$ cat src/design/klr_ram.sv
// ----------------------------------------------------------------------------
// klr_ram: generic simple dual-port RAM
// One write port, one read port, read data registered.
// ----------------------------------------------------------------------------
module klr_ram #(
  parameter int WIDTH = 8,
  parameter int DEPTH = 16,
  parameter int AW    = (DEPTH > 1) ? $clog2(DEPTH) : 1
) (
  input  logic             clk_i,
  input  logic             we_i,
  input  logic [AW-1:0]    waddr_i,
  input  logic [WIDTH-1:0] wdata_i,
  input  logic [AW-1:0]    raddr_i,
  output logic [WIDTH-1:0] rdata_o
);

  logic [WIDTH-1:0] mem_q [DEPTH];

  always_ff @(posedge clk_i) begin
    if (we_i) begin
      mem_q[waddr_i] <= wdata_i;
    end
    rdata_o <= mem_q[raddr_i];
  end

endmodule

$ cat config.mk
export PLATFORM = sky130hd
export DESIGN_NAME = klr_ram
export DESIGN_NICKNAME = d
export VERILOG_FILES = /design/src/design/klr_ram.sv
export SDC_FILE = /design/constraint.sdc
export NUM_CORES = 1
export LEC_CHECK = 0
export ABC_AREA = 1
export ABC_CLOCK_PERIOD_IN_PS = 2200
export BUFFER_PORTS_ARGS = -buffer_cell sky130_fd_sc_hd__buf_2
export CELL_PAD_IN_SITES_DETAIL_PLACEMENT = 1
export CELL_PAD_IN_SITES_GLOBAL_PLACEMENT = 2
export CORE_UTILIZATION = 43
export CTS_CLUSTER_DIAMETER = 50
export DETAILED_ROUTE_END_ITERATION = 12
export GPL_ROUTABILITY_DRIVEN = 0
export PLACE_DENSITY = 0.82
export SLEW_MARGIN = 0
export SYNTH_ARGS = -nofsm -noshare
export SYNTH_HDL_FRONTEND = slang
export SYNTH_SLANG_ARGS = --single-unit
$ cat constraint.sdc
create_clock -name clk_i -period 2.2 [get_ports clk_i]
set_input_delay 0.33 -clock clk_i [delete_from_list [all_inputs] [get_ports clk_i]]
set_output_delay 0.33 -clock clk_i [all_outputs]
set_load 0.03 [all_outputs]
======== Yosys cells after proc, flatten, opt, wreduce, memory -nomap -nowiden ========
Memory sizes are Yosys's and may differ from the RTL's. A register that Yosys moved wholly into a read port is not among the register bits.
Cells that the tools add are included.
storage, ports and cells
  memory bits (writable) .................. 128
  bits of input ports ..................... 18
  output and inout bits ................... 8
  word-level logic and storage cells ...... 3
  memories ................................ 1
  bits in registers ....................... 0
operators by class
  multiplexer cells ....................... 2
memory list
  name   words  width  read ports  clocked after memory_dff  write ports  RTL line  source
  mem_q  16     8      1           1                         1            18        logic [WIDTH-1:0] mem_q [DEPTH];
operator list
  operator           number
  1-bit two-way mux  2

======== Logic depth before layout (Yosys ltp) ========
  word-level depth ........................ 2
  mapped depth ............................ 8
  mapped depth without buffers ............ 7

======== Worst setup path after synthesis ========
Ideal clock, no wire load.
  path kind ............................... input to register
  start point ............................. in waddr_i[2]
  end point ............................... mem mem_q[10][0] (enable)
  library setup time ...................... 370 ps
  setup slack ............................. 919 ps
  path buffers ............................ 0
  data arrival time ....................... 911 ps
  required time ........................... 1830 ps
  stages .................................. 2
  path through ............................ nand3b_1 -> nor2_1
RTL lines
  item             RTL line  source
  start, declared  12        input logic [AW-1:0] waddr_i,
  end, declared    18
Straight into the memory's write port.

======== Worst setup path after layout ========
  start point ............................. reg rdata_o[7], read port of mem_q
  end point ............................... out rdata_o[7]
RTL lines
  item             RTL line  source
  start, declared  15        output logic [WIDTH-1:0] rdata_o
No word-level cell between the ends.

==> flow_summary.json <==
{
  "relSlewSlack": 0.539,
  "worstHoldPathType": "input pin to flop",
  "synthFlopType": "edfxtp_1",
  "drt_iter0_markers": 207,
  "setup_violations": 0,
  "critical_path.max_stage_delay_ns": 0.35,
  "firstDrtPassIters": 4,
  "critical_path.top_delay_family": "flip-flops",
  "core.rowCount": 41,
  "p_total_mw": 6.31,
  "worstSkewPairLatency_ns": 0.42,
  "fin_crit_ns": 1.32,
  "reg2reg_depth": 6,
  "antennaDiodeCount": 0,
  "cts_buffer_depth": 2,
  "hold_buffers": 0,
  "cts_tree": "done",
  "antenna_found_initial": 0,
  "arrival_ns": 0.99,
  "wl_per_cell_um": 19.0,
  "grt_max_degree": 65,
  "numCtsBuffers": 17,
  "path_clk_slew_ns": 0.06,
  "fin_ws_ns": 0.878,
  "postCtsSetupBuffers": 0,
  "post-place-ws_ns": 0.481,
  "p_leak_nw": 2.91,
  "chipHeight_um": 118,
  "dpl.cell_count": 740,
  "setup.worst_path.end_class": "primary output",
  "fin_hold_ws_ns": 0.270,
  "synth_cell_type_count": 12,
  "hpwlAfterDp_mm": 9.02,
  "crit_slowest_cell": "dfxtp_1",
  "drive_gt1_frac": 0.122,
  "gr-usage-all-layers": 0.231,
  "yosysTopAreaCell": "edfxtp_1",
  "fin_tns_setup_ns": 0,
  "async_flop_share": 0,
  "path_cells": "buf_2",
  "routed.top_layer": "met4",
  "layout.cells.non_filler": 772,
  "final.period_utilization": 0.601,
  "synth.top_cell.area_share": 0.667,
  "ctsResizeCount": 0,
  "syn-num-nets": 569,
  "vias": 3848,
  "p_per_area_nw_per_um2": 940,
  "drt.antenna.violating_nets": 0,
  "start_util": 0.450,
  "vias_per_cell": 4.98,
  "critPathKind": "flop to primary output",
  "synth_edf_count": 128,
  "hold_path_depth": 3,
  "status": "complete, no violations",
  "critical_path_cell_count": 1,
  "synth.most_common_cell": "nand2_1",
  "wl_met3_um": 643,
  "routed_wl_mm": 14.6,
  "io_pins": 26,
  "skew_ns": 0.00673,
  "drc": 0,
  "ys_ff_latch": 136,
  "cts_max_level": 4,
  "synth_commonest_cells": "nand2_1 (173), edfxtp_1 (128), inv_1 (100)",
  "path_buf_inv": 1,
  "postPlaceCellArea_um2": 6090,
  "area_growth_pct": 16.4,
  "grt_first_pass_wirelength_mm": 23.0,
  "cp-start-kind": "flop",
  "final_max_slew_viol_count": 0,
  "core_area_um2": 12800,
  "fillers": 1424,
  "cts_sinks": 136,
  "yosysSeqAreaShare": 0.694,
  "num-nets-final": 605,
  "root_buffer": "clkbuf_16",
  "tightest_slew_ns": 0.688,
  "die-area_um2": 13900,
  "synth_area_leaders": "edfxtp_1 (67%), nand2_1 (11%), nand3_1 (8.4%)",
  "syn_avg_cell_area_um2": 10.5,
  "wl_met2_mm": 7.25,
  "crit_fanout": 1,
  "design_area_um2": 6710,
  "synth_area_um2": 5770,
  "die_w_um": 118,
  "clock.fmax_mhz": 756,
  "port_buffers": 25,
  "rsz0062_at_grt": "no",
  "drv_cap": 0,
  "r2r_slack_ns": 1.12,
  "required_ns": 1.87,
  "m1WireLength_mm": 6.45,
  "grt_pass1_vias": 4034,
  "utilization": 0.524,
  "ys_warn_count": 0,
  "syn_inst": 551,
  "max-vdd-ir-drop_mv": 0.608,
  "overflow": 0,
  "hold_viol": 0
}
state kept, by name (all words and copies together), names as in the netlist:
| signal | count |
|---|---|
| mem_q | 128 |
| rdata_o | 8 |
logic make-up (layout without fill, tap and decap cells):
family / count (synthesis) / after routing / synth area share
simple gates: 289 / 289 / 0.210
flops: 136 / 136 / 0.694
buf+inv: 126 / 175 / 0.0952
area by class of cell:
type                    instances  area, µm²  share of cell area
multi-input cells             289       1210               0.181
inverters                     102        383              0.0570
repair buffers                 41        270              0.0403
well taps                     172        215              0.0321
clock inverters                13        175              0.0261
flip-flops and latches        136       4000               0.596
clock buffers                  19        453              0.0675
report_power, final:
| part | internal [mW] | total [mW] | leakage [nW] | switching [mW] |
|---|---|---|---|---|
| Clock | 1.94 | 3.00 | 0.304 | 1.05 |
| Sequential | 2.90 | 2.91 | 1.22 | 0.0172 |
| Combinational | 0.104 | 0.396 | 1.38 | 0.292 |
metal layers:
metal | global-route usage | vias to the layer above
met5 | 0 | -
met3 | 0.0436 | 20
met1 | 0.301 | 1908
met2 | 0.376 | 70
met4 | 0.103 | 0
li1 | - | 1850
cells in the final DEF (no fill, tap or decap), types with 2 or more instances in the layout:
master,Yosys,final
clkinv_1,0,2
clkinv_2,0,3
bufinv_16,0,4
buf_12,0,2
buf_4,4,14
nor2_1,17,17
nand3b_1,2,2
dfxtp_1,8,8
nand3_1,97,97
inv_2,2,2
clkinvlp_4,0,2
inv_1,100,100
clkbuf_8,0,2
edfxtp_1,128,128
nand2_1,173,173
clkbuf_16,0,17
buf_2,13,25
worst paths after layout:
check / endpoint / startpoint
setup / recovery: rdata_o[7] / rdata_o[7]
hold / removal: rdata_o[4] / raddr_i[3]
setup reg to reg: rdata_o[7] / mem_q[0][7]
hold reg to reg: rdata_o[4] / mem_q[14][4]
(Power assumes the default switching activity.)
